===== src/design/edge_shrinking_moving_average_macros.svh =====
// Assertion macros shared by the moving average block.
`ifndef EDGE_SHRINKING_MOVING_AVERAGE_MACROS_SVH
`define EDGE_SHRINKING_MOVING_AVERAGE_MACROS_SVH

// Same-cycle implication, checked outside reset.
`define ESMA_ASSERT_NOW(name, clk, rst_n, ante, cons, msg) \
  name: assert property (@(posedge clk) disable iff (!rst_n) (ante) |-> (cons)) \
    else $error(msg);

// Next-cycle implication, checked outside reset.
`define ESMA_ASSERT_NEXT(name, clk, rst_n, ante, cons, msg) \
  name: assert property (@(posedge clk) disable iff (!rst_n) (ante) |=> (cons)) \
    else $error(msg);

`endif


===== src/design/esma_pkg.sv =====
// Shared constants and types of the moving average block.
package esma_pkg;

  localparam int WINDOW_MAX  = 31;
  localparam int SAMPLE_BITS = 32;
  localparam int HIST_DEPTH  = 2 * WINDOW_MAX + 1;
  localparam int SEEN_MAX    = 4 * WINDOW_MAX + 3;

  localparam int WIN_W  = $clog2(WINDOW_MAX + 1);
  localparam int ADDR_W = $clog2(HIST_DEPTH);
  localparam int SEEN_W = $clog2(SEEN_MAX + 1);
  // Divisor 2w+1 never exceeds HIST_DEPTH.
  localparam int DIV_W  = $clog2(HIST_DEPTH + 1);
  localparam int ACC_W  = SAMPLE_BITS + ADDR_W;
  localparam int MAG_W  = ACC_W - 1;

  typedef struct packed {
    logic                    start;
    logic signed [ACC_W-1:0] dividend;
    logic [DIV_W-1:0]        divisor;
  } div_req_t;

  typedef struct packed {
    logic signed [SAMPLE_BITS-1:0] average;
    logic                          run_end;
  } res_t;

endpackage


===== src/design/esma_in_if.sv =====
// Input sample channel.
interface esma_in_if import esma_pkg::*; ();
  logic                          valid;
  logic                          ready;
  logic signed [SAMPLE_BITS-1:0] sample;
  logic                          final_req;

  modport source (output valid, output sample, output final_req, input ready);
  modport sink (input valid, input sample, input final_req, output ready);
endinterface


===== src/design/esma_cfg_if.sv =====
// Configuration write channel for the half window register.
interface esma_cfg_if import esma_pkg::*; ();
  logic             valid;
  logic             ready;
  logic [WIN_W-1:0] half_window;

  modport source (output valid, output half_window, input ready);
  modport sink (input valid, input half_window, output ready);
endinterface


===== src/design/esma_out_if.sv =====
// Smoothed result channel.
interface esma_out_if import esma_pkg::*; ();
  logic                          valid;
  logic                          ready;
  logic signed [SAMPLE_BITS-1:0] average;
  logic                          run_end;

  modport source (output valid, output average, output run_end, input ready);
  modport sink (input valid, input average, input run_end, output ready);
endinterface


===== src/design/esma_div.sv =====
// Serial restoring divider, one quotient bit per cycle, truncating toward zero.
module esma_div import esma_pkg::*; (
  input  logic                          clk_i,
  input  logic                          rst_ni,
  input  div_req_t                      req_i,
  output logic                          done_o,
  output logic signed [SAMPLE_BITS-1:0] quot_o
);

  localparam int CNT_W = $clog2(MAG_W + 1);

  logic [CNT_W-1:0] cnt_q, cnt_d;
  logic             done_q, done_d;
  logic [DIV_W-1:0] rem_q, rem_d;
  logic [MAG_W-1:0] quo_q, quo_d;
  logic [DIV_W-1:0] dvs_q, dvs_d;
  logic             neg_q, neg_d;

  logic [DIV_W:0]   trial;
  logic [DIV_W:0]   diff;
  logic             ge;
  logic [ACC_W-1:0] mag;

  always_comb begin
    trial = {rem_q, quo_q[MAG_W-1]};
    ge    = trial >= {1'b0, dvs_q};
    diff  = trial - {1'b0, dvs_q};
    mag   = req_i.dividend[ACC_W-1] ? ACC_W'(-req_i.dividend) : ACC_W'(req_i.dividend);

    cnt_d  = cnt_q;
    done_d = 1'b0;
    rem_d  = rem_q;
    quo_d  = quo_q;
    dvs_d  = dvs_q;
    neg_d  = neg_q;
    if (req_i.start) begin
      cnt_d = CNT_W'(MAG_W);
      rem_d = '0;
      quo_d = mag[MAG_W-1:0];
      dvs_d = req_i.divisor;
      neg_d = req_i.dividend[ACC_W-1];
    end else if (cnt_q != '0) begin
      cnt_d  = cnt_q - 1'b1;
      rem_d  = ge ? diff[DIV_W-1:0] : trial[DIV_W-1:0];
      quo_d  = {quo_q[MAG_W-2:0], ge};
      done_d = (cnt_q == CNT_W'(1));
    end
  end

  always_ff @(posedge clk_i or negedge rst_ni) begin
    if (!rst_ni) begin
      cnt_q  <= '0;
      done_q <= 1'b0;
    end else begin
      cnt_q  <= cnt_d;
      done_q <= done_d;
    end
  end

  always_ff @(posedge clk_i) begin
    rem_q <= rem_d;
    quo_q <= quo_d;
    dvs_q <= dvs_d;
    neg_q <= neg_d;
  end

  assign done_o = done_q;
  assign quot_o = neg_q ? -quo_q[SAMPLE_BITS-1:0] : quo_q[SAMPLE_BITS-1:0];

endmodule


===== src/design/esma_seq.sv =====
// Sequencer: sample history, window planning, serial summing and divider control.
module esma_seq import esma_pkg::*; (
  input  logic                          clk_i,
  input  logic                          rst_ni,
  input  logic [WIN_W-1:0]              cfg_win_i,
  input  logic                          in_valid_i,
  output logic                          in_ready_o,
  input  logic signed [SAMPLE_BITS-1:0] sample_i,
  input  logic                          final_i,
  output logic                          res_valid_o,
  input  logic                          res_ready_i,
  output res_t                          res_o,
  output div_req_t                      div_req_o,
  input  logic                          div_done_i,
  input  logic signed [SAMPLE_BITS-1:0] div_quot_i
);

  typedef enum logic [2:0] {
    S_IDLE, S_PLAN, S_LOAD, S_SUM, S_DIV, S_OUT
  } state_e;

  state_e            state_q;
  logic [WIN_W-1:0]  win_q;
  logic [SEEN_W-1:0] seen_q;
  logic [ADDR_W-1:0] wr_pos_q;
  logic [ADDR_W-1:0] base_q;
  logic              fin_q;
  logic [SEEN_W-1:0] n_q;
  logic [WIN_W-1:0]  r_q;
  logic [WIN_W-1:0]  ctr_q;
  logic [WIN_W-1:0]  w_q;
  logic              end_q;
  logic [DIV_W-1:0]  cnt_q;
  logic              rvld_q;

  logic [ADDR_W-1:0]             addr_q;
  logic [DIV_W-1:0]              len_q;
  logic signed [ACC_W-1:0]       acc_q;
  logic signed [SAMPLE_BITS-1:0] rdata_q;
  logic signed [SAMPLE_BITS-1:0] hist_mem_q [HIST_DEPTH];

  logic              in_acc;
  logic [WIN_W-1:0]  win_now;
  logic [SEEN_W-1:0] seen_inc;
  logic [SEEN_W-1:0] n_m1;
  logic [WIN_W-1:0]  rtop;
  logic              full_win;
  logic [SEEN_W-1:0] i_pos;
  logic [SEEN_W-1:0] nq_m1;
  logic              pend;
  logic [WIN_W-1:0]  w_rw;
  logic [WIN_W-1:0]  w_pl;
  logic [WIN_W-1:0]  back;
  logic [ADDR_W:0]   start_addr;
  logic              sum_done;

  always_comb begin
    in_acc   = in_valid_i && (state_q == S_IDLE);
    // The window is latched on the first sample of a series.
    if (seen_q == '0) begin
      win_now = (cfg_win_i > WIN_W'(WINDOW_MAX)) ? WIN_W'(WINDOW_MAX) : cfg_win_i;
    end else begin
      win_now = win_q;
    end
    seen_inc = (seen_q == SEEN_W'(SEEN_MAX)) ? seen_q : seen_q + 1'b1;
    n_m1     = seen_inc - 1'b1;
    rtop     = (SEEN_W'(win_now) < n_m1) ? win_now : n_m1[WIN_W-1:0];
    full_win = (SEEN_W + 1)'(seen_q) >= (SEEN_W + 1)'({win_now, 1'b0});

    // Flush planning for the output whose center lies r samples back.
    i_pos = n_q - 1'b1 - SEEN_W'(r_q);
    nq_m1 = n_q - 1'b1;
    pend  = (i_pos >= SEEN_W'(win_q)) || ({i_pos, 1'b0} >= {1'b0, nq_m1});
    w_rw  = (r_q < win_q) ? r_q : win_q;
    w_pl  = (i_pos < SEEN_W'(w_rw)) ? i_pos[WIN_W-1:0] : w_rw;

    // Newest end of the window sits ctr-w samples behind the newest sample.
    back = ctr_q - w_q;
    if (base_q >= ADDR_W'(back)) begin
      start_addr = (ADDR_W + 1)'(base_q) - (ADDR_W + 1)'(back);
    end else begin
      start_addr = (ADDR_W + 1)'(base_q) + (ADDR_W + 1)'(HIST_DEPTH) - (ADDR_W + 1)'(back);
    end

    sum_done = (state_q == S_SUM) && (cnt_q == '0) && !rvld_q;
  end

  always_ff @(posedge clk_i or negedge rst_ni) begin
    if (!rst_ni) begin
      state_q  <= S_IDLE;
      win_q    <= '0;
      seen_q   <= '0;
      wr_pos_q <= '0;
      fin_q    <= 1'b0;
      r_q      <= '0;
      end_q    <= 1'b0;
      cnt_q    <= '0;
      rvld_q   <= 1'b0;
    end else begin
      unique case (state_q)
        S_IDLE: begin
          if (in_acc) begin
            win_q <= win_now;
            end_q <= 1'b0;
            fin_q <= final_i;
            if (final_i) begin
              seen_q   <= '0;
              wr_pos_q <= '0;
              r_q      <= rtop;
              state_q  <= S_PLAN;
            end else begin
              seen_q   <= seen_inc;
              wr_pos_q <= (wr_pos_q == ADDR_W'(HIST_DEPTH - 1)) ? '0 : wr_pos_q + 1'b1;
              if (full_win || !seen_q[0]) begin
                state_q <= S_LOAD;
              end
            end
          end
        end
        S_PLAN: begin
          if (pend) begin
            end_q   <= (r_q == '0);
            state_q <= S_LOAD;
          end else if (r_q == '0) begin
            state_q <= S_IDLE;
          end else begin
            r_q <= r_q - 1'b1;
          end
        end
        S_LOAD: begin
          cnt_q   <= DIV_W'({w_q, 1'b1});
          rvld_q  <= 1'b0;
          state_q <= S_SUM;
        end
        S_SUM: begin
          rvld_q <= (cnt_q != '0);
          if (cnt_q != '0) begin
            cnt_q <= cnt_q - 1'b1;
          end
          if (sum_done) begin
            state_q <= S_DIV;
          end
        end
        S_DIV: begin
          if (div_done_i) begin
            state_q <= S_OUT;
          end
        end
        S_OUT: begin
          if (res_ready_i) begin
            if (fin_q && (r_q != '0)) begin
              r_q     <= r_q - 1'b1;
              state_q <= S_PLAN;
            end else begin
              state_q <= S_IDLE;
            end
          end
        end
        default: state_q <= S_IDLE;
      endcase
    end
  end

  // Window geometry, address walk and accumulator.
  always_ff @(posedge clk_i) begin
    if (in_acc) begin
      base_q <= wr_pos_q;
      n_q    <= seen_inc;
      if (full_win) begin
        ctr_q <= win_now;
        w_q   <= win_now;
      end else begin
        ctr_q <= seen_q[WIN_W:1];
        w_q   <= seen_q[WIN_W:1];
      end
    end
    if ((state_q == S_PLAN) && pend) begin
      ctr_q <= r_q;
      w_q   <= w_pl;
    end
    if (state_q == S_LOAD) begin
      addr_q <= start_addr[ADDR_W-1:0];
      len_q  <= DIV_W'({w_q, 1'b1});
      acc_q  <= '0;
    end
    if (state_q == S_SUM) begin
      addr_q <= (addr_q == '0) ? ADDR_W'(HIST_DEPTH - 1) : addr_q - 1'b1;
      if (rvld_q) begin
        acc_q <= acc_q + ACC_W'(rdata_q);
      end
    end
  end

  // Sample history: one write per accepted sample, one registered read per cycle.
  always_ff @(posedge clk_i) begin
    if (in_acc) begin
      hist_mem_q[wr_pos_q] <= sample_i;
    end
    rdata_q <= hist_mem_q[addr_q];
  end

  assign in_ready_o          = (state_q == S_IDLE);
  assign res_valid_o         = (state_q == S_OUT);
  assign res_o.average       = div_quot_i;
  assign res_o.run_end       = end_q;
  assign div_req_o.start     = sum_done;
  assign div_req_o.dividend  = acc_q;
  assign div_req_o.divisor   = len_q;

endmodule


===== src/design/edge_shrinking_moving_average.sv =====
// Centered moving average over signed Q16.16 samples whose window shrinks at
// both ends of a series. The half window is taken from the configuration
// register on the first sample of each series. A sample is taken only while
// the block is idle; a sample that yields no result frees the block on the
// next cycle. Each result is formed by reading and summing the window from
// the dual-port history memory, one sample at a time, then dividing the
// sum in the serial divider and handing the result over. The final sample
// of a series flushes up to w+1 results back to back, the last one marked
// with run_end. A finished result waits in an output register, so the next
// result is computed meanwhile.
module edge_shrinking_moving_average import esma_pkg::*; (
  input  logic     clk_i,
  input  logic     rst_ni,
  esma_in_if.sink  in_ch,
  esma_cfg_if.sink cfg_ch,
  esma_out_if.source out_ch
);

`include "edge_shrinking_moving_average_macros.svh"

  logic [WIN_W-1:0]              win_q;
  logic                          out_valid_q;
  logic signed [SAMPLE_BITS-1:0] out_avg_q;
  logic                          out_end_q;

  logic                          res_valid;
  logic                          res_ready;
  res_t                          res;
  div_req_t                      div_req;
  logic                          div_done;
  logic signed [SAMPLE_BITS-1:0] div_quot;

  esma_seq u_seq (
    .clk_i       (clk_i),
    .rst_ni      (rst_ni),
    .cfg_win_i   (win_q),
    .in_valid_i  (in_ch.valid),
    .in_ready_o  (in_ch.ready),
    .sample_i    (in_ch.sample),
    .final_i     (in_ch.final_req),
    .res_valid_o (res_valid),
    .res_ready_i (res_ready),
    .res_o       (res),
    .div_req_o   (div_req),
    .div_done_i  (div_done),
    .div_quot_i  (div_quot)
  );

  esma_div u_div (
    .clk_i  (clk_i),
    .rst_ni (rst_ni),
    .req_i  (div_req),
    .done_o (div_done),
    .quot_o (div_quot)
  );

  assign cfg_ch.ready = 1'b1;
  assign res_ready    = !out_valid_q || out_ch.ready;

  always_ff @(posedge clk_i or negedge rst_ni) begin
    if (!rst_ni) begin
      win_q       <= '0;
      out_valid_q <= 1'b0;
    end else begin
      if (cfg_ch.valid) begin
        win_q <= cfg_ch.half_window;
      end
      if (res_valid && res_ready) begin
        out_valid_q <= 1'b1;
      end else if (out_ch.ready) begin
        out_valid_q <= 1'b0;
      end
    end
  end

  always_ff @(posedge clk_i) begin
    if (res_valid && res_ready) begin
      out_avg_q <= res.average;
      out_end_q <= res.run_end;
    end
  end

  assign out_ch.valid   = out_valid_q;
  assign out_ch.average = out_avg_q;
  assign out_ch.run_end = out_end_q;

  // A result is only offered while the sequencer is busy with a sample.
  `ESMA_ASSERT_NOW(a_res_busy, clk_i, rst_ni, res_valid, !in_ch.ready, "result offered while idle")
  // A handed-over result always lands in the output register.
  `ESMA_ASSERT_NEXT(a_res_load, clk_i, rst_ni, res_valid && res_ready, out_valid_q, "result lost")
  // The last result of a series returns the block to idle.
  `ESMA_ASSERT_NEXT(a_end_idle, clk_i, rst_ni, res_valid && res_ready && res.run_end,
                    in_ch.ready, "not idle after series end")

endmodule


===== src/flat_wrapper.sv =====
// flat-port wrapper written by rule: the top's interface ports become plain ports
module edge_shrinking_moving_average_flat import esma_pkg::*;
  (clk_i, rst_ni, in_ch_valid, in_ch_sample, in_ch_final_req, in_ch_ready, cfg_ch_valid, cfg_ch_half_window, cfg_ch_ready, out_ch_valid, out_ch_average, out_ch_run_end, out_ch_ready);
  esma_in_if in_ch_i ();
  esma_cfg_if cfg_ch_i ();
  esma_out_if out_ch_i ();
  input  logic clk_i;
  input  logic rst_ni;
  input wire logic [$bits(in_ch_i.valid)-1:0] in_ch_valid;
  input wire logic [$bits(in_ch_i.sample)-1:0] in_ch_sample;
  input wire logic [$bits(in_ch_i.final_req)-1:0] in_ch_final_req;
  output wire logic [$bits(in_ch_i.ready)-1:0] in_ch_ready;
  input wire logic [$bits(cfg_ch_i.valid)-1:0] cfg_ch_valid;
  input wire logic [$bits(cfg_ch_i.half_window)-1:0] cfg_ch_half_window;
  output wire logic [$bits(cfg_ch_i.ready)-1:0] cfg_ch_ready;
  output wire logic [$bits(out_ch_i.valid)-1:0] out_ch_valid;
  output wire logic [$bits(out_ch_i.average)-1:0] out_ch_average;
  output wire logic [$bits(out_ch_i.run_end)-1:0] out_ch_run_end;
  input wire logic [$bits(out_ch_i.ready)-1:0] out_ch_ready;
  assign in_ch_i.valid = in_ch_valid;
  assign in_ch_i.sample = in_ch_sample;
  assign in_ch_i.final_req = in_ch_final_req;
  assign in_ch_ready = in_ch_i.ready;
  assign cfg_ch_i.valid = cfg_ch_valid;
  assign cfg_ch_i.half_window = cfg_ch_half_window;
  assign cfg_ch_ready = cfg_ch_i.ready;
  assign out_ch_valid = out_ch_i.valid;
  assign out_ch_average = out_ch_i.average;
  assign out_ch_run_end = out_ch_i.run_end;
  assign out_ch_i.ready = out_ch_ready;
  edge_shrinking_moving_average u_core (.clk_i(clk_i), .rst_ni(rst_ni), .in_ch(in_ch_i), .cfg_ch(cfg_ch_i), .out_ch(out_ch_i));
endmodule

===== config.mk =====
export PLATFORM = sky130hd
export DESIGN_NAME = edge_shrinking_moving_average_flat
export DESIGN_NICKNAME = d
export VERILOG_FILES = /design/src/design/esma_pkg.sv /design/src/design/esma_in_if.sv /design/src/design/esma_cfg_if.sv /design/src/design/esma_out_if.sv /design/src/design/esma_div.sv /design/src/design/esma_seq.sv /design/src/design/edge_shrinking_moving_average.sv /design/src/flat_wrapper.sv
export VERILOG_INCLUDE_DIRS = /design/src /design/src/design
export SDC_FILE = /design/constraint.sdc
export NUM_CORES = 2
export LEC_CHECK = 0
export BUFFER_PORTS_ARGS = -buffer_cell sky130_fd_sc_hd__buf_2
export CORE_MARGIN = 3
export CORE_UTILIZATION = 40
export DETAILED_ROUTE_END_ITERATION = 6
export HOLD_SLACK_MARGIN = 0.03
export PLACE_DENSITY = 0.54
export SYNTH_ARGS = -nofsm -noshare
export SYNTH_HDL_FRONTEND = slang
export SYNTH_HIERARCHICAL = 1
export SYNTH_SLANG_ARGS = --single-unit

===== constraint.sdc =====
create_clock -name clk_i -period 7.2 [get_ports clk_i]
set_input_delay 1.44 -clock clk_i [delete_from_list [all_inputs] [get_ports clk_i]]
set_output_delay 1.44 -clock clk_i [all_outputs]
set_load 0.05 [all_outputs]

==> impl_metrics.yaml <==
synth:
  synth_async_sr_flop_share_pct: 2.13
  netlist-cell-type-count: 103
  postSynthCellCount: 4532
  synth_flop_cell: "sky130_fd_sc_hd__edfxtp_1"
  synthesis.area_um2: 91200
  seq_area_frac_synth_pct: 73.0
  synth-edff-count: 2127
  syn_nets: 4681
  synth_warnings: 6
  synth-seq-cells: 2251
  syn-mean-instance-area_um2: 20.1
flow_run:
  cap_violations: 0
critical_path:
  timing.critical_path.cells: "inv_1, ha_1, inv_1, ha_1, nor2b_1, o21ai_0, a21oi_1, o21a_1, or3_1, and2_1, ha_1, o21ai_0, o211a_1, and2_0, o21ai_1, mux2_2"
  setup.worst_path.end_class: "flip-flop"
  setup.worst_path.class: "flip-flop to flip-flop"
  cp_data_required_time_ns: 7.93
  cpLargestDelayFamily: "compound AO/OA/AOI/OAI gates"
  startpoint_type: "flip-flop"
  timing.critical_path.arrival_ns: 5.18
  critical_path_peak_fanout: 11
  critPathSlowestCell: "sky130_fd_sc_hd__o21ai_1"
  cpMostUsedCell: "sky130_fd_sc_hd__ha_1"
  critical_path_buf_inv_count: 2
  cp_slowest_stage_delay_ns: 0.79
place:
  port_buffers: 77
  detailed_place.area_um2: 95400
  place.gp.congestion: 0.826
  detailed_place_hpwl_mm: 143
route:
  drc: 0
  wire_per_inst_um: 30.1
  routed_via_density: 5.75
  detailedRoute.firstIterationViolations: 4571
  vias: 45152
  detail_route.first_pass.iterations: 7
  route.antenna.remaining_nets: 0
  detail_route.wirelength_mm: 236
clock_network:
  htree_num_levels: 4
  cts_inserted_buffers: 227
  clk_pin_slew_ns: 0.06
  cts_repair_resize_count: 0
  cts_hold_buffers: 0
  cts.sink_count: 2251
  clock_insertion_delay_worst_skew_ns: 0.88
  post_cts.repair.setup_buffers: 0
  tritoncts: "done"
  cts_max_path_buffers: 3
  root_buffer: "sky130_fd_sc_hd__clkbuf_16"
grt:
  first_global_vias: 44259
  grt_start_max_net_pins: 128
  grt_first_pass_wirelength_mm: 337
  globalRoute.totalOverflow: 0
  globalRouteTotalUtil_pct: 20.0
  antenna_violations_before_repair: 17
timing:
  final-max-slew-violation-count: 0
  final.setup.tns_ns: 0
  worst-slew-pin-transition_ns: 1.42
  max_clock_freq_mhz: 225
  post-route-period-util_pct: 61.8
  hold_viol_final: 0
  fin_hold_ws_ns: 0.406
  setup_viol: 0
  grt_setup_unrepaired: "no"
  max_slew_margin_pct: 5.46
  timing.clock.skew_ns: 0.0466
  finalWorstPathRequiredPeriod_ns: 4.45
status:
  outcome: "complete, no violations"
cells_and_area:
  area_growth_syn_to_layout_pct: 12.6
  utilization_pct: 45.5
  n_fill_cell: 18855
  final_layout_size_suffix_gt1_share_pct: 25.3
  fin_area_um2: 103000
  finalNetCount: 4805
power:
  power_mw: 42.3
  sw_frac_of_total_pct: 34.2
  vdd.ir_drop.worst_mv: 0.382
  pwr_density_cell_nw_per_um2: 412
  power.leakage_nw: 32.7
  clock_power_share_pct: 27.2
  combPwrFrac_pct: 35.3
  power_switching_mw: 14.5
  intPower_mw: 27.9
  sequential_power_share_pct: 37.5
floorplan:
  floorplan.rows: 174
  die_area_um2: 234000
  ioPinCount: 79
  die_w_um: 484
  start_util_pct: 40.4
  placeableCoreArea_um2: 226000
  die-height_um: 484
min_path:
  worst_hold_path_type: "flip-flop to flip-flop"
sequential cells by signal, summed over array words and instances, names as in the netlist, 3 cells and up:
register,flops
u_core/u_seq/base_q,6
u_core/u_seq/win_q,5
u_core/u_div/cnt_q,6
u_core/u_div/quo_q,37
u_core/win_q,5
u_core/out_ch.average,32
u_core/u_seq/hist_mem_q,2016
u_core/u_seq/ctr_q,5
u_core/u_seq/state_q,3
u_core/u_seq/wr_pos_q,6
u_core/u_seq/cnt_q,6
u_core/u_seq/w_q,5
u_core/u_seq/seen_q,7
u_core/u_seq/r_q,5
u_core/u_div/dvs_q,6
u_core/u_seq/len_q,5
u_core/u_seq/acc_q,38
u_core/u_seq/n_q,7
u_core/u_seq/rdata_q,32
u_core/u_div/rem_q,6
u_core/u_seq/addr_q,6
path summary, 6_finish.rpt:
| check | from | to | slack (ns) | cells past startpoint |
|---|---|---|---|---|
| worst max-delay path | u_core/u_seq/n_q[0] | u_core/u_seq/end_q | 2.75 | 16 |
| worst min register to register | u_core/u_seq/len_q[3] | u_core/u_div/dvs_q[3] | 0.41 | 0 |
| worst min-delay path | u_core/u_seq/len_q[3] | u_core/u_div/dvs_q[3] | 0.41 | 0 |
| min in group asynchronous | rst_ni | u_core/u_seq/rvld_q | 0.73 | 2 |
| worst max register to register | u_core/u_seq/n_q[0] | u_core/u_seq/end_q | 2.75 | 16 |
| max in group asynchronous | rst_ni | u_core/u_seq/seen_q[6] | 5.98 | 2 |
cells in the final DEF (no fill, tap or decap), types with 37 or more instances in the layout:
master and n:
sky130_fd_sc_hd__inv_1 91, sky130_fd_sc_hd__a21oi_1 89, sky130_fd_sc_hd__ha_1 100, sky130_fd_sc_hd__a21o_1 44
sky130_fd_sc_hd__nand2_1 148, sky130_fd_sc_hd__clkinv_1 37, sky130_fd_sc_hd__xnor2_1 60, sky130_fd_sc_hd__clkbuf_16 228
sky130_fd_sc_hd__clkbuf_1 62, sky130_fd_sc_hd__mux2i_1 47, sky130_fd_sc_hd__nand3_1 59, sky130_fd_sc_hd__buf_4 75
sky130_fd_sc_hd__buf_2 54, sky130_fd_sc_hd__edfxtp_1 2127, sky130_fd_sc_hd__dfxtp_1 76, sky130_fd_sc_hd__mux4_2 640
sky130_fd_sc_hd__nor2_4 63, sky130_fd_sc_hd__dfrtp_1 48, sky130_fd_sc_hd__nor2_1 121, sky130_fd_sc_hd__xor2_1 51
sky130_fd_sc_hd__nor3_1 38, sky130_fd_sc_hd__o21ai_0 143
Yosys cell counts, types with 60 or more instances:
cell	instances	area share [%]
sky130_fd_sc_hd__nor2_1	184	0.76
sky130_fd_sc_hd__inv_1	91	0.37
sky130_fd_sc_hd__xnor2_1	60	0.58
sky130_fd_sc_hd__mux4_2	640	16
sky130_fd_sc_hd__o21ai_0	144	0.79
sky130_fd_sc_hd__clkbuf_1	153	0.63
sky130_fd_sc_hd__edfxtp_1	2127	70
sky130_fd_sc_hd__ha_1	100	1.4
sky130_fd_sc_hd__nand3_1	63	0.35
sky130_fd_sc_hd__nand2_1	150	0.62
sky130_fd_sc_hd__dfxtp_1	76	1.7
sky130_fd_sc_hd__a21oi_1	89	0.49
per-stage QoR:
stage	setup WS, ns	cells
floorplan	3.00	4532
global placement	2.36	7419
detailed placement	2.34	7419
CTS	2.74	7835
global route	2.38	7836
finish	2.75	7847
worst reg2reg max path: stages, from the launching register on:
cell and delay, ns:
sky130_fd_sc_hd__edfxtp_1 0.39, sky130_fd_sc_hd__inv_1 0.07, sky130_fd_sc_hd__ha_1 0.32, sky130_fd_sc_hd__inv_1 0.05, sky130_fd_sc_hd__ha_1 0.25, sky130_fd_sc_hd__nor2b_1 0.12, sky130_fd_sc_hd__o21ai_0 0.20, sky130_fd_sc_hd__a21oi_1 0.12
sky130_fd_sc_hd__o21a_1 0.18, sky130_fd_sc_hd__or3_1 0.35, sky130_fd_sc_hd__and2_1 0.18, sky130_fd_sc_hd__ha_1 0.26, sky130_fd_sc_hd__o21ai_0 0.07, sky130_fd_sc_hd__o211a_1 0.27, sky130_fd_sc_hd__and2_0 0.29, sky130_fd_sc_hd__o21ai_1 0.79
sky130_fd_sc_hd__mux2_2 0.41
power by group through the flow:
stage / logic (mW) / registers [mW] / clock network [mW]
after global placement: 15.0 / 16.2 / 0
after detailed placement: 15.0 / 16.2 / 0
after CTS: 15.1 / 15.9 / 11.8
final: 15.0 / 15.9 / 11.5
after global routing: 15.9 / 16.0 / 12.3
after floorplan: 9.89 / 15.8 / 0
kinds of logic after synthesis:
group	Yosys count	synth area share [%]
buffers and inverters	342	1.64
other	2	0.00823
adder cells (fa/ha/maj)	106	1.50
XOR/XNOR	111	1.07
AO/OA/AOI/OAI	450	3.29
flip-flops	2251	73.0
AND/OR/NAND/NOR	568	2.98
multiplexers	702	16.5
final cells by class:
class	count	area, um^2	area share [%]
Tap cell	2992	3740	3.64
Inverter	94	353	0.343
Sequential cell	2251	66600	64.8
Timing Repair Buffer	143	1110	1.08
Antenna cell	12	30.0	0.0292
Multi-Input combinational cell	1939	23600	23.0
Clock buffer	307	6170	6.01
Clock inverter	109	1110	1.08
routing by layer:
layer | global-route usage (%) | wire, um | part of all wire (%) | up-vias
met5 | 0 | 7 | 0.0030 | -
li1 | - | - | - | 18988
met3 | 3.15 | 15900 | 6.7 | 235
met1 | 30.1 | 105000 | 45 | 24446
met4 | 4.13 | 4190 | 1.8 | 2
met2 | 31.1 | 111000 | 47 | 1481
Note: power is estimated with default switching activity, not from simulation.
